===== config.mk =====
export PLATFORM = sky130hd
export DESIGN_NAME = gb3_back
export DESIGN_NICKNAME = d
export VERILOG_FILES = /design/src/gb3_pkg.sv /design/src/gb3_back.sv
export SDC_FILE = /design/constraint.sdc
export NUM_CORES = 2
export LEC_CHECK = 0
export BUFFER_PORTS_ARGS = -buffer_cell sky130_fd_sc_hd__buf_2
export CAP_MARGIN = 25
export CORE_MARGIN = 2
export CORE_UTILIZATION = 53
export DETAILED_ROUTE_END_ITERATION = 7
export PLACE_DENSITY = 0.7
export RECOVER_POWER = 25
export SYNTH_ARGS = -nofsm -noshare
export SYNTH_HDL_FRONTEND = slang
export SYNTH_SLANG_ARGS = --single-unit
export TNS_END_PERCENT = 50

===== constraint.sdc =====
create_clock -name clk -period 9.3 [get_ports clk]
set_input_delay 0.93 -clock clk [delete_from_list [all_inputs] [get_ports clk]]
set_output_delay 0.93 -clock clk [all_outputs]
set_load 0.1 [all_outputs]

===== src/gb3_pkg.sv =====
package gb3_pkg;

    // Largest image row that the line store holds.
    localparam int MAX_WIDTH = 2048;
    localparam int ADDR_W = $clog2(MAX_WIDTH);
    // Column counts up to and including MAX_WIDTH.
    localparam int COL_W = ADDR_W + 1;
    localparam int ROW_W = 12;
    localparam int CFG_W = 12;
    localparam int CH_W = 8;
    localparam int PIX_W = 3 * CH_W;
    // Weighted sum of nine taps with total weight 16.
    localparam int SUM_W = CH_W + 4;

    // Queue between front and back; the depth must be a power of two.
    localparam int QUEUE_DEPTH = 4;
    localparam int QPTR_W = $clog2(QUEUE_DEPTH);
    localparam int QCNT_W = $clog2(QUEUE_DEPTH + 1);

    // Reciprocals for the edge and corner divisors, scaled by 2**RECIP_SHIFT.
    localparam int RECIP_SHIFT = 16;
    localparam int RECIP_12 = 5462;
    localparam int RECIP_9 = 7282;

    localparam logic REG_FRAME_WIDTH = 1'b0;
    localparam logic REG_FRAME_HEIGHT = 1'b1;

    localparam logic OP_PIXEL = 1'b0;
    localparam logic OP_DRAIN = 1'b1;

    typedef enum logic [1:0] {
        DIV_16,
        DIV_12,
        DIV_9
    } gb3_div_t;

    typedef struct packed {
        logic            opcode;
        logic [CH_W-1:0] blue_in;
        logic [CH_W-1:0] green_in;
        logic [CH_W-1:0] red_in;
    } gb3_in_t;

    typedef struct packed {
        logic [CH_W-1:0] blue_out;
        logic [CH_W-1:0] green_out;
        logic [CH_W-1:0] red_out;
        logic            frame_last;
    } gb3_out_t;

    typedef struct packed {
        logic [COL_W-1:0] width;
        logic [ROW_W-1:0] height;
    } gb3_size_t;

    typedef struct packed {
        logic due;
        logic no_left;
        logic no_right;
        logic no_top;
        logic no_bottom;
        logic last;
    } gb3_tag_t;

    typedef struct packed {
        logic [PIX_W-1:0] upper;
        logic [PIX_W-1:0] middle;
        logic [PIX_W-1:0] bottom;
        gb3_tag_t         tag;
    } gb3_entry_t;

endpackage


===== src/gb3_back.sv =====
module gb3_back (
    input  logic                clk,
    input  logic                rst_n,
    input  logic                pop_valid,
    output logic                pop_ready,
    input  gb3_pkg::gb3_entry_t pop_data,
    output logic                out_valid,
    input  logic                out_ready,
    output gb3_pkg::gb3_out_t   out_data
);

    import gb3_pkg::*;

    function automatic logic [CH_W-1:0] divide(input logic [SUM_W-1:0] s, input gb3_div_t d);
        logic [SUM_W+RECIP_SHIFT-1:0] prod;
        logic [CH_W-1:0]              q;
        begin
            prod = '0;
            case (d)
                DIV_16:
                begin
                    q = s[SUM_W-1:4];
                end
                DIV_12:
                begin
                    prod = (SUM_W+RECIP_SHIFT)'(s) * (SUM_W+RECIP_SHIFT)'(RECIP_12);
                    q = prod[RECIP_SHIFT+CH_W-1:RECIP_SHIFT];
                end
                default:
                begin
                    prod = (SUM_W+RECIP_SHIFT)'(s) * (SUM_W+RECIP_SHIFT)'(RECIP_9);
                    q = prod[RECIP_SHIFT+CH_W-1:RECIP_SHIFT];
                end
            endcase
            return q;
        end
    endfunction

    logic [PIX_W-1:0] win_reg [3][3];
    logic [PIX_W-1:0] win_next [3][3];

    logic             b1_valid_reg;
    logic [SUM_W-1:0] b1_sum_reg [3];
    gb3_div_t         b1_div_reg;
    logic             b1_last_reg;

    logic             out_valid_reg;
    gb3_out_t         out_data_reg;

    logic             b1_load, b2_load, take;
    logic [SUM_W-1:0] sum [3];
    logic [2:0]       masked;
    gb3_div_t         div_sel;

    assign b2_load = !out_valid_reg || out_ready;
    assign b1_load = !b1_valid_reg || b2_load;
    assign pop_ready = b1_load;
    assign take = pop_valid && pop_ready;

    always_comb
    begin
        for (int r = 0; r < 3; r++)
        begin
            win_next[r][0] = win_reg[r][1];
            win_next[r][1] = win_reg[r][2];
        end
        win_next[0][2] = pop_data.upper;
        win_next[1][2] = pop_data.middle;
        win_next[2][2] = pop_data.bottom;

        // Taps outside the frame drop out of both the sum and the divisor.
        for (int ch = 0; ch < 3; ch++)
        begin
            sum[ch] = '0;
            for (int r = 0; r < 3; r++)
            begin
                for (int c = 0; c < 3; c++)
                begin
                    if (!((r == 0 && pop_data.tag.no_top) ||
                          (r == 2 && pop_data.tag.no_bottom) ||
                          (c == 0 && pop_data.tag.no_left) ||
                          (c == 2 && pop_data.tag.no_right)))
                    begin
                        sum[ch] = sum[ch] + (SUM_W'(win_next[r][c][CH_W*ch +: CH_W])
                            << ((r == 1 ? 1 : 0) + (c == 1 ? 1 : 0)));
                    end
                end
            end
        end

        masked = 3'(pop_data.tag.no_left) + 3'(pop_data.tag.no_right)
               + 3'(pop_data.tag.no_top) + 3'(pop_data.tag.no_bottom);
        case (masked)
            3'd0:    div_sel = DIV_16;
            3'd1:    div_sel = DIV_12;
            default: div_sel = DIV_9;
        endcase
    end

    always_ff @(posedge clk or negedge rst_n)
    begin
        if (!rst_n)
        begin
            for (int r = 0; r < 3; r++)
            begin
                for (int c = 0; c < 3; c++)
                begin
                    win_reg[r][c] <= '0;
                end
            end
            b1_valid_reg <= 1'b0;
            out_valid_reg <= 1'b0;
        end
        else
        begin
            if (take)
            begin
                win_reg <= win_next;
            end
            if (b1_load)
            begin
                b1_valid_reg <= take && pop_data.tag.due;
            end
            if (b2_load)
            begin
                out_valid_reg <= b1_valid_reg;
            end
        end
    end

    always_ff @(posedge clk)
    begin
        if (b1_load && take)
        begin
            b1_sum_reg <= sum;
            b1_div_reg <= div_sel;
            b1_last_reg <= pop_data.tag.last;
        end
        if (b2_load && b1_valid_reg)
        begin
            out_data_reg.blue_out <= divide(b1_sum_reg[0], b1_div_reg);
            out_data_reg.green_out <= divide(b1_sum_reg[1], b1_div_reg);
            out_data_reg.red_out <= divide(b1_sum_reg[2], b1_div_reg);
            out_data_reg.frame_last <= b1_last_reg;
        end
    end

    assign out_valid = out_valid_reg;
    assign out_data = out_data_reg;

endmodule


# [After elaboration in Yosys (flattened, before gate mapping)]
# Cells that the tools add are included.
[totals] output_inout_bits=27 elab_cells=94 register_bits=210 input_bits=82
[classes] mul=6 n_mux=28 reduce_logical=14 addsub=27 n_eq_ne=2
[ops] op="$mux 12" n=21
[ops] op="$mul 12x12->23 const B" n=6
[ops] op="$add 12x8->12" n=9
[ops] op="$add 12x9->12" n=9
[ops] op="$pmux 8 s2" n=3
[ops] op="$add 12x10->12" n=3
[ops] op="$add 8x9->10" n=3
[ops] op="$mux 8" n=3
[ops] op="$add 3x1->3" n=2
[ops] op="$logic_or 1x1->1" n=6
[ops] op="$logic_and 1x1->1" n=4
[ops] op="$pmux 2 s2" n=1
[ops] op="$eq 3x1->1 const B" n=1
[ops] op="$logic_not 3->1" n=1
[ops] op="$add 1x1->2" n=1
[ops] op="$eq 2x1->1 const B" n=1
[ops] op="$logic_not 1->1" n=2
[ops] op="$logic_not 2->1" n=1

# [Longest topological paths before layout]
[depth] word_depth=17 ltp_mapped=51 mapped_depth_nobuf=48

# [Least setup slack after synthesis]
# OpenSTA, ideal clock, no wires.
[synth_timing] path_type="in2reg" from="in pop_data[4] in the netlist's numbering" to="reg b1_sum_reg[35] in the netlist's numbering, data pin" cell_stages=47 slack_ps=-83 t_required_ps=9040 n_path_buf=3 arrival_time_ps=9123 setup_ps=260 cell_sequence="clkbuf_1 -> clkbuf_1 -> nor2_1 -> clkbuf_1 -> and2_1 -> ha_1 -> a21o_1 -> maj3_1 -> xnor2_1 -> nor2_1 -> ha_1 -> o21ai_0 -> a21oi_1 -> a211oi_1 -> a21o_1 -> ha_1 -> and2_1 -> a22o_1 -> (+11 left out) -> o221ai_1 -> a31oi_1 -> inv_1 -> ha_1 -> or3_1 -> a21oi_1 -> a21oi_1 -> ha_1 -> o21ai_0 -> a21oi_1 -> o31ai_1 -> ha_1 -> nor2b_1 -> nor2_1 -> nor3_1 -> nand3_1 -> xnor2_1 -> xnor2_1"
[synth_lines] element="start: declaration" line="gb3_back.sv:6" rtl="input gb3_pkg::gb3_entry_t pop_data,"
[synth_lines] element="end signal: assignment" line="gb3_back.sv:135" rtl="b1_sum_reg <= sum;"
[synth_lines] element="end: declaration" line="gb3_back.sv:43" rtl="logic [SUM_W-1:0] b1_sum_reg [3];"

==> impl_metrics.env <==
export IMPL_outcome="finished with violations"
export IMPL_finalSetupTns_ns=0
export IMPL_clk_latency_ns=0.59
export IMPL_clock_skew_final_ns=0.0397
export IMPL_cts_num_sinks=210
export IMPL_drt_initial_drc_count=760
export IMPL_drc=0
export IMPL_worstMarginPinSlew_ns=5.24
export IMPL_synth_fp_nets=4246
export IMPL_clock_tree_htree_level_count=1
export IMPL_cp_num_buf_inv=7
export IMPL_final_max_slew_violation_count=146
export IMPL_timing_reg2reg_setup_slack_ns=0.92
export IMPL_cts_hold_fix_buffers=0
export IMPL_asyncSetResetFlopFracSynth_pct=69.5
export IMPL_ys_top_cells_by_count="ha_1, inv_1, fa_1"
export IMPL_ys_ff_latch=210
export IMPL_clk_transition_reported_paths_ns=0.06
export IMPL_avg_wl_per_cell_um=16.0
export IMPL_drv_cap=2
export IMPL_worstSetupPathDepth=47
export IMPL_design_final_nets=4438
export IMPL_grt_remaining_overflow=0
export IMPL_final_period_utilization_pct=93.4
export IMPL_hold_path_class="in2async"
export IMPL_post_synth_top_count_cell="ha_1"
export IMPL_timing_critical_path_required_ns=9.60
export IMPL_synth_largest_area_cell="ha_1"
export IMPL_setup_worst_path_start_class="primary input"
export IMPL_timing_critical_path_arrival_ns=8.98
export IMPL_cts_buffers_inserted=27
export IMPL_io_buffer_count=108
export IMPL_place_hpwl_um=56900
export IMPL_initial_core_utilization_pct=53.7
export IMPL_achievable_frequency_mhz=115
export IMPL_wire_length_of_the_first_global_routing_pass_um=115000
export IMPL_final_period_minus_worst_setup_slack_ns=8.68
export IMPL_placementRows=88
export IMPL_ys_warn_count=0
export IMPL_endpoint_kind="flop"
export IMPL_hold_viol=0
export IMPL_ioPinCount=109
export IMPL_ant_nets=0
export IMPL_vias=23100
export IMPL_nFillCells=5112
export IMPL_clock_tree_root_cell="clkbuf_16"
export IMPL_synth_cell_area_sq_um=31000
export IMPL_synthCells=3318
export IMPL_most_frequent_cell_on_the_critical_path="ha_1"
export IMPL_fp_dieW_um=246
export IMPL_timing_critical_path_max_delay_family="compound AO/OA/AOI/OAI gates"
export IMPL_routability_cong=0.886
export IMPL_synth_edf_count=64
export IMPL_routed_wl_um=68700
export IMPL_netlist_area_leader_share_pct=24.8
export IMPL_placeableCoreArea_sq_um=57800
export IMPL_timing_setup_critical_path_class="in2reg"
export IMPL_drive_gt1_share_pct=13.2
export IMPL_post_synth_main_area_contributors="ha_1, fa_1, dfrtp_1, inv_1, edfxtp_1"
export IMPL_global_route_usage_total_pct=23.4
export IMPL_worst_slew_margin_rel_pct=-249
export IMPL_synthesis_area_per_instance_sq_um=9.35
export IMPL_vias_per_cell=5.38
export IMPL_layout_area_overhead_vs_synth_pct=10.5
export IMPL_ff2ff_path_depth=44
export IMPL_synthFlopType="dfrtp_1"
export IMPL_worst_hold_slack_ns=0.162
export IMPL_cts_tree="done"
export IMPL_largest_register_ffs=144
export IMPL_critPathMaxFanout=7
export IMPL_timing_critical_path_slowest_cell_delay_ns=0.40
export IMPL_ys_types=77
export IMPL_crit_slowest_cell="ha_1"
export IMPL_grt_antenna_before_repair=6
export IMPL_grt_start_max_net_pins=104
export IMPL_dp_cells=4237
export IMPL_synth_seq_area_share_pct=18.0
export IMPL_die_area_sq_um=60500
export IMPL_finish_cell_count_without_fillers=4298
export IMPL_failed_checks="max-capacitance violations, max-slew violations"
export IMPL_dieHeight_um=246
export IMPL_clock_buffer_depth=3
export IMPL_post_route_util_pct=59.3
export IMPL_grt_pass1_vias=23400
export IMPL_first_pass_iters=5
export IMPL_finish_stage_setup_viols=0
[cells in the final DEF (no fill, tap or decap), drive strengths merged, types with 131 or more instances in the layout]
master,instances
a21oi,163
buf,222
nor2,231
nand2,169
xnor2,131
inv,517
ha,614
o21ai,185
dfrtp,146
fa,232
mux2,139
[timing repair]
action	CTS	global route
gates resized for setup	0	49
buffers inserted	0	8
endpoints found under the setup margin	0	14
[path summary, 6_finish.rpt]
| path | end | start |
|---|---|---|
| min | win_next[189]$_DFFE_PN0P_ | rst_n |
| max reg2reg | b1_sum_reg[35]$_DFFE_PP_ | win_next[194]$_DFFE_PN0P_ |
| max | b1_sum_reg[35]$_DFFE_PP_ | pop_data[4] |
| min reg2reg | out_data[0]$_DFFE_PP_ | b1_last_reg$_DFFE_PP_ |
| min in group clk | out_data[0]$_DFFE_PP_ | b1_last_reg$_DFFE_PP_ |
| max in group asynchronous | win_next[29]$_DFFE_PN0P_ | rst_n |
[worst reg2reg max path, delay by kind of cell (launching register included)]
family / cells / cell delay (ns)
compound gates: 19 / 2.68
flops: 1 / 0.36
mux: 1 / 0.21
fa+ha+maj: 8 / 2.43
buf+inv: 3 / 0.37
xor+xnor: 6 / 0.88
simple gates: 7 / 1.17
[kinds of logic (layout without fill, tap and decap cells)]
logic type	after synthesis	after routing	share of synthesized area (%)
AO/OA/AOI/OAI	646	646	13.3
XOR/XNOR	190	190	5.43
adder cells (fa/ha/maj)	853	853	40.0
buffers and inverters	579	792	7.03
flip-flops	210	210	18.0
multiplexers	171	171	6.09
other	0	2	0
AND/OR/NAND/NOR	669	669	10.2
[per-layer routing]
| layer | vias to the layer above | part of all wire (%) | track usage, % |
|---|---|---|---|
| met4 | 6 | 2.4 | 5.28 |
| li1 | 11800 | - | - |
| met3 | 77 | 3.7 | 2.76 |
| met5 | - | 0.063 | 0 |
| met1 | 10900 | 46 | 30.7 |
| met2 | 342 | 47 | 41.1 |
[cell type report]
type	count	area, sq um	area share, %
multi-input cells	2529	23500	68.5
flip-flops and latches	210	5580	16.3
inverters	517	1950	5.68
repair buffers	225	1420	4.14
well taps	765	957	2.79
clock buffers	41	758	2.21
clock inverters	9	136	0.398
diodes	2	5.00	0.0146
[stage by stage]
| step | setup WS, ns | cell area [sq um] |
|---|---|---|
| final | 0.615 | 34300 |
| after global routing | -0.0555 | 34300 |
| after CTS | 0.413 | 34000 |
| after detailed placement | -0.172 | 33100 |
| after global placement | -0.0401 | 33100 |
| after floorplan | 0.106 | 31000 |
Power is not shown: default switching activity piles up to over one toggle a cycle in this logic, so the estimate is an artifact.
