--- config.mk ---
export PLATFORM = sky130hd
export DESIGN_NAME = gb3_fifo
export DESIGN_NICKNAME = d
export VERILOG_FILES = /design/src/gb3_pkg.sv /design/src/gb3_fifo.sv
export SDC_FILE = /design/constraint.sdc
export NUM_CORES = 1
export LEC_CHECK = 0
export BUFFER_PORTS_ARGS = -buffer_cell sky130_fd_sc_hd__buf_2
export CELL_PAD_IN_SITES_DETAIL_PLACEMENT = 1
export CELL_PAD_IN_SITES_GLOBAL_PLACEMENT = 2
export CORE_MARGIN = 2
export CORE_UTILIZATION = 48
export CTS_CLUSTER_SIZE = 12
export DETAILED_ROUTE_END_ITERATION = 12
export PLACE_DENSITY_LB_ADDON = 0.1
export SLEW_MARGIN = 15
export SYNTH_ARGS = -nofsm -noshare
export SYNTH_HDL_FRONTEND = slang
export SYNTH_SLANG_ARGS = --single-unit
--- constraint.sdc ---
create_clock -name clk -period 5.4 [get_ports clk]
set_input_delay 1.08 -clock clk [delete_from_list [all_inputs] [get_ports clk]]
set_output_delay 1.08 -clock clk [all_outputs]
set_load 0.01 [all_outputs]
--- src/gb3_pkg.sv ---
package gb3_pkg;

    // Largest image row that the line store holds.
    localparam int MAX_WIDTH = 2048;
    localparam int ADDR_W = $clog2(MAX_WIDTH);
    // Column counts up to and including MAX_WIDTH.
    localparam int COL_W = ADDR_W + 1;
    localparam int ROW_W = 12;
    localparam int CFG_W = 12;
    localparam int CH_W = 8;
    localparam int PIX_W = 3 * CH_W;
    // Weighted sum of nine taps with total weight 16.
    localparam int SUM_W = CH_W + 4;

    // Queue between front and back; the depth must be a power of two.
    localparam int QUEUE_DEPTH = 4;
    localparam int QPTR_W = $clog2(QUEUE_DEPTH);
    localparam int QCNT_W = $clog2(QUEUE_DEPTH + 1);

    // Reciprocals for the edge and corner divisors, scaled by 2**RECIP_SHIFT.
    localparam int RECIP_SHIFT = 16;
    localparam int RECIP_12 = 5462;
    localparam int RECIP_9 = 7282;

    localparam logic REG_FRAME_WIDTH = 1'b0;
    localparam logic REG_FRAME_HEIGHT = 1'b1;

    localparam logic OP_PIXEL = 1'b0;
    localparam logic OP_DRAIN = 1'b1;

    typedef enum logic [1:0] {
        DIV_16,
        DIV_12,
        DIV_9
    } gb3_div_t;

    typedef struct packed {
        logic            opcode;
        logic [CH_W-1:0] blue_in;
        logic [CH_W-1:0] green_in;
        logic [CH_W-1:0] red_in;
    } gb3_in_t;

    typedef struct packed {
        logic [CH_W-1:0] blue_out;
        logic [CH_W-1:0] green_out;
        logic [CH_W-1:0] red_out;
        logic            frame_last;
    } gb3_out_t;

    typedef struct packed {
        logic [COL_W-1:0] width;
        logic [ROW_W-1:0] height;
    } gb3_size_t;

    typedef struct packed {
        logic due;
        logic no_left;
        logic no_right;
        logic no_top;
        logic no_bottom;
        logic last;
    } gb3_tag_t;

    typedef struct packed {
        logic [PIX_W-1:0] upper;
        logic [PIX_W-1:0] middle;
        logic [PIX_W-1:0] bottom;
        gb3_tag_t         tag;
    } gb3_entry_t;

endpackage

--- src/gb3_fifo.sv ---
module gb3_fifo (
    input  logic                       clk,
    input  logic                       rst_n,
    input  logic                       push_valid,
    input  gb3_pkg::gb3_entry_t        push_data,
    output logic [gb3_pkg::QCNT_W-1:0] level,
    output logic                       pop_valid,
    input  logic                       pop_ready,
    output gb3_pkg::gb3_entry_t        pop_data
);

    import gb3_pkg::*;

    gb3_entry_t        slot_reg [QUEUE_DEPTH];
    logic [QPTR_W-1:0] wr_ptr_reg, wr_ptr_next;
    logic [QPTR_W-1:0] rd_ptr_reg, rd_ptr_next;
    logic [QCNT_W-1:0] count_reg, count_next;
    logic              pop;

    assign pop_valid = count_reg != '0;
    assign pop = pop_valid && pop_ready;
    assign pop_data = slot_reg[rd_ptr_reg];
    assign level = count_reg;

    always_comb
    begin
        wr_ptr_next = push_valid ? wr_ptr_reg + QPTR_W'(1) : wr_ptr_reg;
        rd_ptr_next = pop ? rd_ptr_reg + QPTR_W'(1) : rd_ptr_reg;
        count_next = count_reg + QCNT_W'(push_valid) - QCNT_W'(pop);
    end

    always_ff @(posedge clk or negedge rst_n)
    begin
        if (!rst_n)
        begin
            wr_ptr_reg <= '0;
            rd_ptr_reg <= '0;
            count_reg <= '0;
        end
        else
        begin
            wr_ptr_reg <= wr_ptr_next;
            rd_ptr_reg <= rd_ptr_next;
            count_reg <= count_next;
        end
    end

    always_ff @(posedge clk)
    begin
        if (push_valid)
        begin
            slot_reg[wr_ptr_reg] <= push_data;
        end
    end

endmodule

## Yosys cells after proc, flatten, opt, wreduce, memory -nomap -nowiden

Memories as Yosys holds them, arrays and structs flattened.
Index checks and enable logic that the tools add are counted.

| cells by class | value |
|---|---|
| add/sub/neg operators | 4 |
| muxes and demuxes | 2 |
| reductions and logical operators | 2 |

Operator list:

| kind | count |
|---|---|
| 2-bit by 1-bit adder with 2-bit output (second input constant) | 2 |
| 3-bit by 1-bit adder with 3-bit output | 1 |
| 3-bit nonzero test | 1 |
| 3-bit by 1-bit subtractor with 3-bit output | 1 |
| 1-bit 2-to-1 mux | 2 |
| 1-bit logical AND | 1 |

| storage, ports and cells | value |
|---|---|
| flip-flop bits (word level) | 7 |
| bits in writable memories | 312 |
| input port bits | 82 |
| output and inout bits | 82 |
| word-level logic and storage cells | 12 |
| memories | 1 |

Memories:

| name | words | bits a word | read ports | clocked after Yosys merged registers in | write ports | line | text |
|---|---|---|---|---|---|---|---|
| slot_reg | 4 | 78 | 1 | 0 | 1 | gb3_fifo.sv:14 | `gb3_entry_t slot_reg [QUEUE_DEPTH];` |

## Logic depth before layout (Yosys ltp)

Gate-level depths: netlist (run 1).

| depth | value |
|---|---|
| word-level depth | 3 |
| gate-level depth with buffers | 7 |
| depth with buffers taken out | 7 |

## Worst setup path after synthesis (run 1)

Ideal clock, no wire load.

| timing path | value |
|---|---|
| path kind | input to register |
| from | input push_valid |
| to | memory slot_reg[0][0] in the netlist's numbering, enable pin |
| setup time | 445 ps |
| arrival time | 2899 ps |
| data required time | 4955 ps |
| slack | 2057 ps |
| stages | 1 |
| path buffers | 0 |
| cells stage by stage | and2_1 |

| on the way | value |
|---|---|
| cells in the longest elaborated chain, start to end | 2 |

Ends and longest elaborated chain:

| what | line | text |
|---|---|---|
| start, declared | gb3_fifo.sv:4 | `input logic push_valid,` |
| 1-bit 2-to-1 mux | gb3_fifo.sv:50 | `if (push_valid)` |
| 1-bit 2-to-1 mux (not written as such) | gb3_fifo.sv:52 | `slot_reg[wr_ptr_reg] <= push_data;` |
| end, declared | gb3_fifo.sv:14 |  |

No other way between the ends.

==> impl_metrics.json, run 1 <==
{
  "outcome": "complete, no violations",
  "report.final.setup_viol": 0,
  "num_vias": 5233,
  "drv_slew": 0,
  "cp-start-kind": "flip-flop",
  "synth_edf_count": 312,
  "ctsHoldBuffers": 0,
  "hold_path.class": "input pin to async pin",
  "nNetsFinal": 721,
  "rrSetupSlack_ns": 3.11,
  "reg2reg_depth": 4,
  "remaining_drc_errors": 0,
  "holdWs_ns": 0.415,
  "wire_per_inst_um": 22.3,
  "powerDensity_nw_per_um2": 552,
  "fin_area_um2": 13900,
  "io_buffers": 163,
  "relSlewSlack": 0.395,
  "synth_nets": 531,
  "cap_violations": 0,
  "worstMarginPinSlew_ns": 0.907,
  "cp_top_family": "flip-flops",
  "num-fill-cells": 2024,
  "areaGrowthSynthToFinish_pct": 18.3,
  "crit_path_cell_trace": "buf_4 -> mux4_2 -> buf_2",
  "syn_area_per_cell_um2": 26.6,
  "ant_nets": 0,
  "instances_no_fill": 986,
  "rr_startpoint": "wr_ptr_reg[0]",
  "worstSetupPathType": "flip-flop to output pin",
  "initial_core_util": 0.486,
  "grt_pass1_vias": 5892,
  "largest_reg_flops": 312,
  "wl_um": 22000,
  "die_h_um": 160,
  "ys_seq_area_frac": 0.813,
  "slowest_delay_ns": 0.95,
  "dr.pass1.iters": 4,
  "timing.rr.end": "slot_reg[0][63]",
  "insertion_delay_ns": 0.50,
  "num_rows": 57,
  "ys_ff_latch": 319,
  "power_w": 0.00767,
  "leakage_nw": 4.76,
  "place_area_um2": 12800,
  "cts_tree": "built",
  "syn_area_um2": 11700,
  "die_w_um": 160,
  "peakVddDrop_mv": 0.344,
  "tns_ns": 0,
  "die_area_um2": 25700,
  "skew_ns": 0.0117,
  "path_depth": 3,
  "fin_crit_ns": 3.73,
  "grt-ovfl-total": 0,
  "postCtsSetupBuffers": 0,
  "ys_types": 18,
  "dp.cells": 919,
  "slowest_stage": "dfrtp_4",
  "hold_viol_final": 0,
  "htreeDepth": 2,
  "finalWeightedCongestion": 0.672,
  "grt_pass1_wl_um": 34400,
  "clk_pin_slew_ns": 0.06,
  "synth_flop_cell": "edfxtp_1",
  "drt_iter0_drc": 248,
  "yosys_warnings": 0,
  "viasPerCell": 5.31,
  "worstPathArrival_ns": 2.65,
  "numCtsBuffers": 35,
  "cp-end-kind": "output pin",
  "rsz0062_at_grt": "false",
  "synthCells": 442,
  "antenna_found_initial": 2,
  "dp_hpwl_um": 13200,
  "cts_root_buf": "clkbuf_16",
  "critical_path.max_fanout": 38,
  "drive_gt1_frac": 0.454,
  "grt_usage": 0.176,
  "period_share": 0.690,
  "required_ns": 4.32,
  "cts_resized": 0,
  "core_um2": 24200,
  "cts_sinks": 319,
  "async_flop_share": 0.0219,
  "grt_max_degree": 58,
  "io_pins": 164,
  "max_freq_mhz": 268,
  "cts_buffer_depth": 3,
  "crit_buf_inv": 2
}
## layout make-up
| type | count | area [µm²] | share of cell area |
|---|---|---|---|
| repair buffers | 171 | 876 | 0.0631 |
| well taps | 324 | 405 | 0.0292 |
| inverters | 6 | 22.5 | 0.00162 |
| flip-flops and latches | 319 | 9550 | 0.688 |
| clock buffers | 53 | 1020 | 0.0732 |
| diodes | 4 | 10.0 | 0.000721 |
| multi-input cells | 99 | 1960 | 0.141 |
| clock inverters | 10 | 42.5 | 0.00306 |
## synth_stat cells, drive strengths merged (2+ instances only)
| master | instances | area (µm²) |
|---|---|---|
| edfxtp | 312 | 9370 |
| mux4 | 78 | 1760 |
| buf | 18 | 219 |
| dfrtp | 7 | 175 |
| ha | 6 | 75.1 |
| inv | 6 | 22.5 |
| and2 | 4 | 25.0 |
| xnor2 | 3 | 26.3 |
| xor2 | 2 | 17.5 |
## where the power goes
group	switching, W	total (W)	internal [W]
sequential	0.000287	0.00353	0.00325
combinational	0.00100	0.00197	0.000963
clock	0.000872	0.00217	0.00129
total	0.00216	0.00767	0.00550
## kinds of logic after synthesis
family,share of synthesized area
simple gates,0.00298
fa+ha+maj,0.00810
mux,0.150
compound gates,0.00192
flops,0.813
xor+xnor,0.00373
buf+inv,0.0206
## cell usage in the layout, fill, tap and decap left out, types with 2 or more instances in the layout
cell type / instances
clkbuf_16: 37
buf_2: 163
and2_4: 4
mux4_2: 78
clkinv_1: 6
buf_4: 8
dfrtp_4: 2
inv_1: 6
clkinv_2: 4
ha_1: 6
diode_2: 4
xor2_1: 2
edfxtp_1: 312
clkbuf_8: 3
clkbuf_1: 13
dfrtp_1: 5
xnor2_1: 3
## routing by layer
layer	wire, µm	GRT usage
met5	0	0
met4	481	0.0541
met2	11200	0.303
met3	1350	0.0457
met1	8970	0.223
## worst register-to-register path, delay by kind of cell (launching register included)
family                     cells  cell delay (ns)
adders and majority gates      1             0.16
buffers and inverters          2             0.62
DFF                            1             0.42
and+or+nand+nor                1             0.74
## stage by stage
stage / util / setup WS, ns
after global placement: 0.530 / 2.11
after detailed placement: 0.530 / 2.08
after global routing: 0.574 / 1.45
after floorplan: - / 2.06
final: 0.574 / 1.67
after CTS: 0.574 / 1.55
## worst max-delay path by stage
stage / to / slack [ns] / startpoint
after floorplan: slot_reg[0][0] / 2.06 / push_valid
after global placement: pop_data[10] / 2.11 / rd_ptr_reg[0]
after detailed placement: pop_data[17] / 2.08 / rd_ptr_reg[0]
after CTS: pop_data[17] / 1.55 / rd_ptr_reg[0]
after global routing: pop_data[43] / 1.45 / rd_ptr_reg[0]
final: pop_data[31] / 1.67 / rd_ptr_reg[0]
(Power assumes the default switching activity.)
==> run 2: changes to the inputs <==
CORE_UTILIZATION = 41   (was 48)
clock period = 3.08 ns   (was 5.4 ns; I/O delays follow)
==> run 2 against run 1 <==
  * Cell count up 5.9%
  * Core utilization shrank 6.9 points
  * Clock skew down 0.0045 ns
  * Largest power group unchanged
  * Highest routed layer is now met5
==> impl_metrics.json, run 2 (same netlist as run 1, synthesis figures left out) <==
{
  "hold_path.class": "input pin to flip-flop",
  "report.final.setup_viol": 0,
  "io_pins": 164,
  "wire_per_inst_um": 22.3,
  "instances_no_fill": 1044,
  "powerDensity_nw_per_um2": 976,
  "pwr-share-clk": 0.283,
  "viasPerCell": 5.10,
  "place_area_um2": 13100,
  "worstPathArrival_ns": 2.22,
  "drive_gt1_frac": 0.459,
  "die_w_um": 173,
  "cap_violations": 0,
  "dp.cells": 982,
  "power_switching_share": 0.284,
  "num_rows": 61,
  "num_vias": 5321,
  "critical_path.max_fanout": 18,
  "initial_core_util": 0.419,
  "p_sw_w": 0.00392,
  "numCtsBuffers": 36,
  "rsz0062_at_grt": "false",
  "grt_usage": 0.159,
  "nNetsFinal": 732,
  "top_layer": "met5",
  "dr.pass1.iters": 6,
  "wl_um": 23300,
  "largest_reg_flops": 312,
  "skew_ns": 0.00724,
  "dp_hpwl_um": 14000,
  "fin_crit_ns": 2.83,
  "fin_area_um2": 14100,
  "pwr-share-seq": 0.436,
  "routedLengthMet1_um": 9900,
  "insertion_delay_ns": 0.49,
  "remaining_drc_errors": 0,
  "worstSetupPathType": "flip-flop to output pin",
  "wl_met3_um": 1100,
  "p_comb_frac": 0.282,
  "layout_common_cells": "edfxtp_1 (312), buf_2 (163), mux4_2 (78)",
  "grt_pass1_wl_um": 36300,
  "tns_ns": 0,
  "worstMarginPinSlew_ns": 0.537,
  "internal_power_w": 0.00989,
  "grt_max_degree": 44,
  "grt-ovfl-total": 0,
  "htreeDepth": 2,
  "finalWeightedCongestion": 0.696,
  "cp-start-kind": "flip-flop",
  "cts_tree": "built",
  "ant_nets": 0,
  "clk_pin_slew_ns": 0.05,
  "leakage_nw": 4.85,
  "cts_buffer_depth": 3,
  "drv_slew": 0,
  "antenna_found_initial": 2,
  "cts_root_buf": "clkbuf_16",
  "die_h_um": 173,
  "outcome": "complete, no violations",
  "cts_resized": 0,
  "required_ns": 2.46,
  "drt_iter0_drc": 311,
  "io_buffers": 163,
  "peakVddDrop_mv": 0.524,
  "holdWs_ns": 0.333,
  "dr_wl_met2_um": 11900,
  "relSlewSlack": 0.642,
  "areaGrowthSynthToFinish_pct": 20.5,
  "cts_sinks": 319,
  "period_share": 0.919,
  "max_freq_mhz": 353,
  "layout_commonest_cell": "edfxtp_1",
  "core_um2": 28000,
  "grt_pass1_vias": 6049,
  "die_area_um2": 30000,
  "finish.utilization": 0.505,
  "cp-end-kind": "output pin",
  "hold_viol_final": 0
}
[run 2: what timing repair did]
item	CTS	global route
setup buffers	0	0
endpoints found under the hold margin	7	0
hold buffers	1	0
[run 2: area by class of cell]
cell class / instances / area (µm²)
multi-input cells: 99 / 1960
diodes: 1 / 2.50
inverters: 6 / 22.5
clock inverters: 14 / 110
flip-flops and latches: 319 / 9550
repair buffers: 181 / 1070
well taps: 378 / 473
fillers: 2522 / 13900
clock buffers: 46 / 960
[run 2: final timing paths]
check / start / endpoint / slack [ns] / cells past startpoint
hold / removal: push_data[67] / slot_reg[2][67] / 0.33 / 1
setup / recovery: rd_ptr_reg[0] / pop_data[45] / 0.25 / 3
min in group asynchronous: rst_n / level[2] / 0.51 / 2
hold reg to reg: wr_ptr_reg[0] / wr_ptr_reg[0] / 0.55 / 1
max in group asynchronous: rst_n / rd_ptr_reg[0] / 2.38 / 2
setup reg to reg: level[1] / level[2] / 1.00 / 7
[run 2: power by group through the flow]
stage / Clock [W] / Combinational, W / Sequential (W)
2_1_floorplan: 0 / 0.00270 / 0.00596
3_3_place_gp: 0 / 0.00398 / 0.00607
3_5_place_dp: 0 / 0.00401 / 0.00612
4_1_cts: 0.00402 / 0.00403 / 0.00604
5_1_grt: 0.00417 / 0.00423 / 0.00611
6_report: 0.00390 / 0.00389 / 0.00602
[run 2: per-layer routing]
layer / global-route usage / up-vias
li1: - / 2308
met1: 0.205 / 2846
met2: 0.273 / 136
met3: 0.0369 / 29
met4: 0.0388 / 2
met5: 0 / -
[run 2: per-stage QoR]
step,setup WS [ns],power [W]
floorplan,0.196,0.00866
global placement,0.724,0.0101
detailed placement,0.714,0.0101
CTS,0.179,0.0141
global route,0.116,0.0145
finish,0.248,0.0138
[run 2: worst max-delay path, stage by stage, from the launching register on]
cell and delay, ns:
dfrtp_4 0.73, buf_12 0.26, mux4_2 0.55, buf_2 0.16
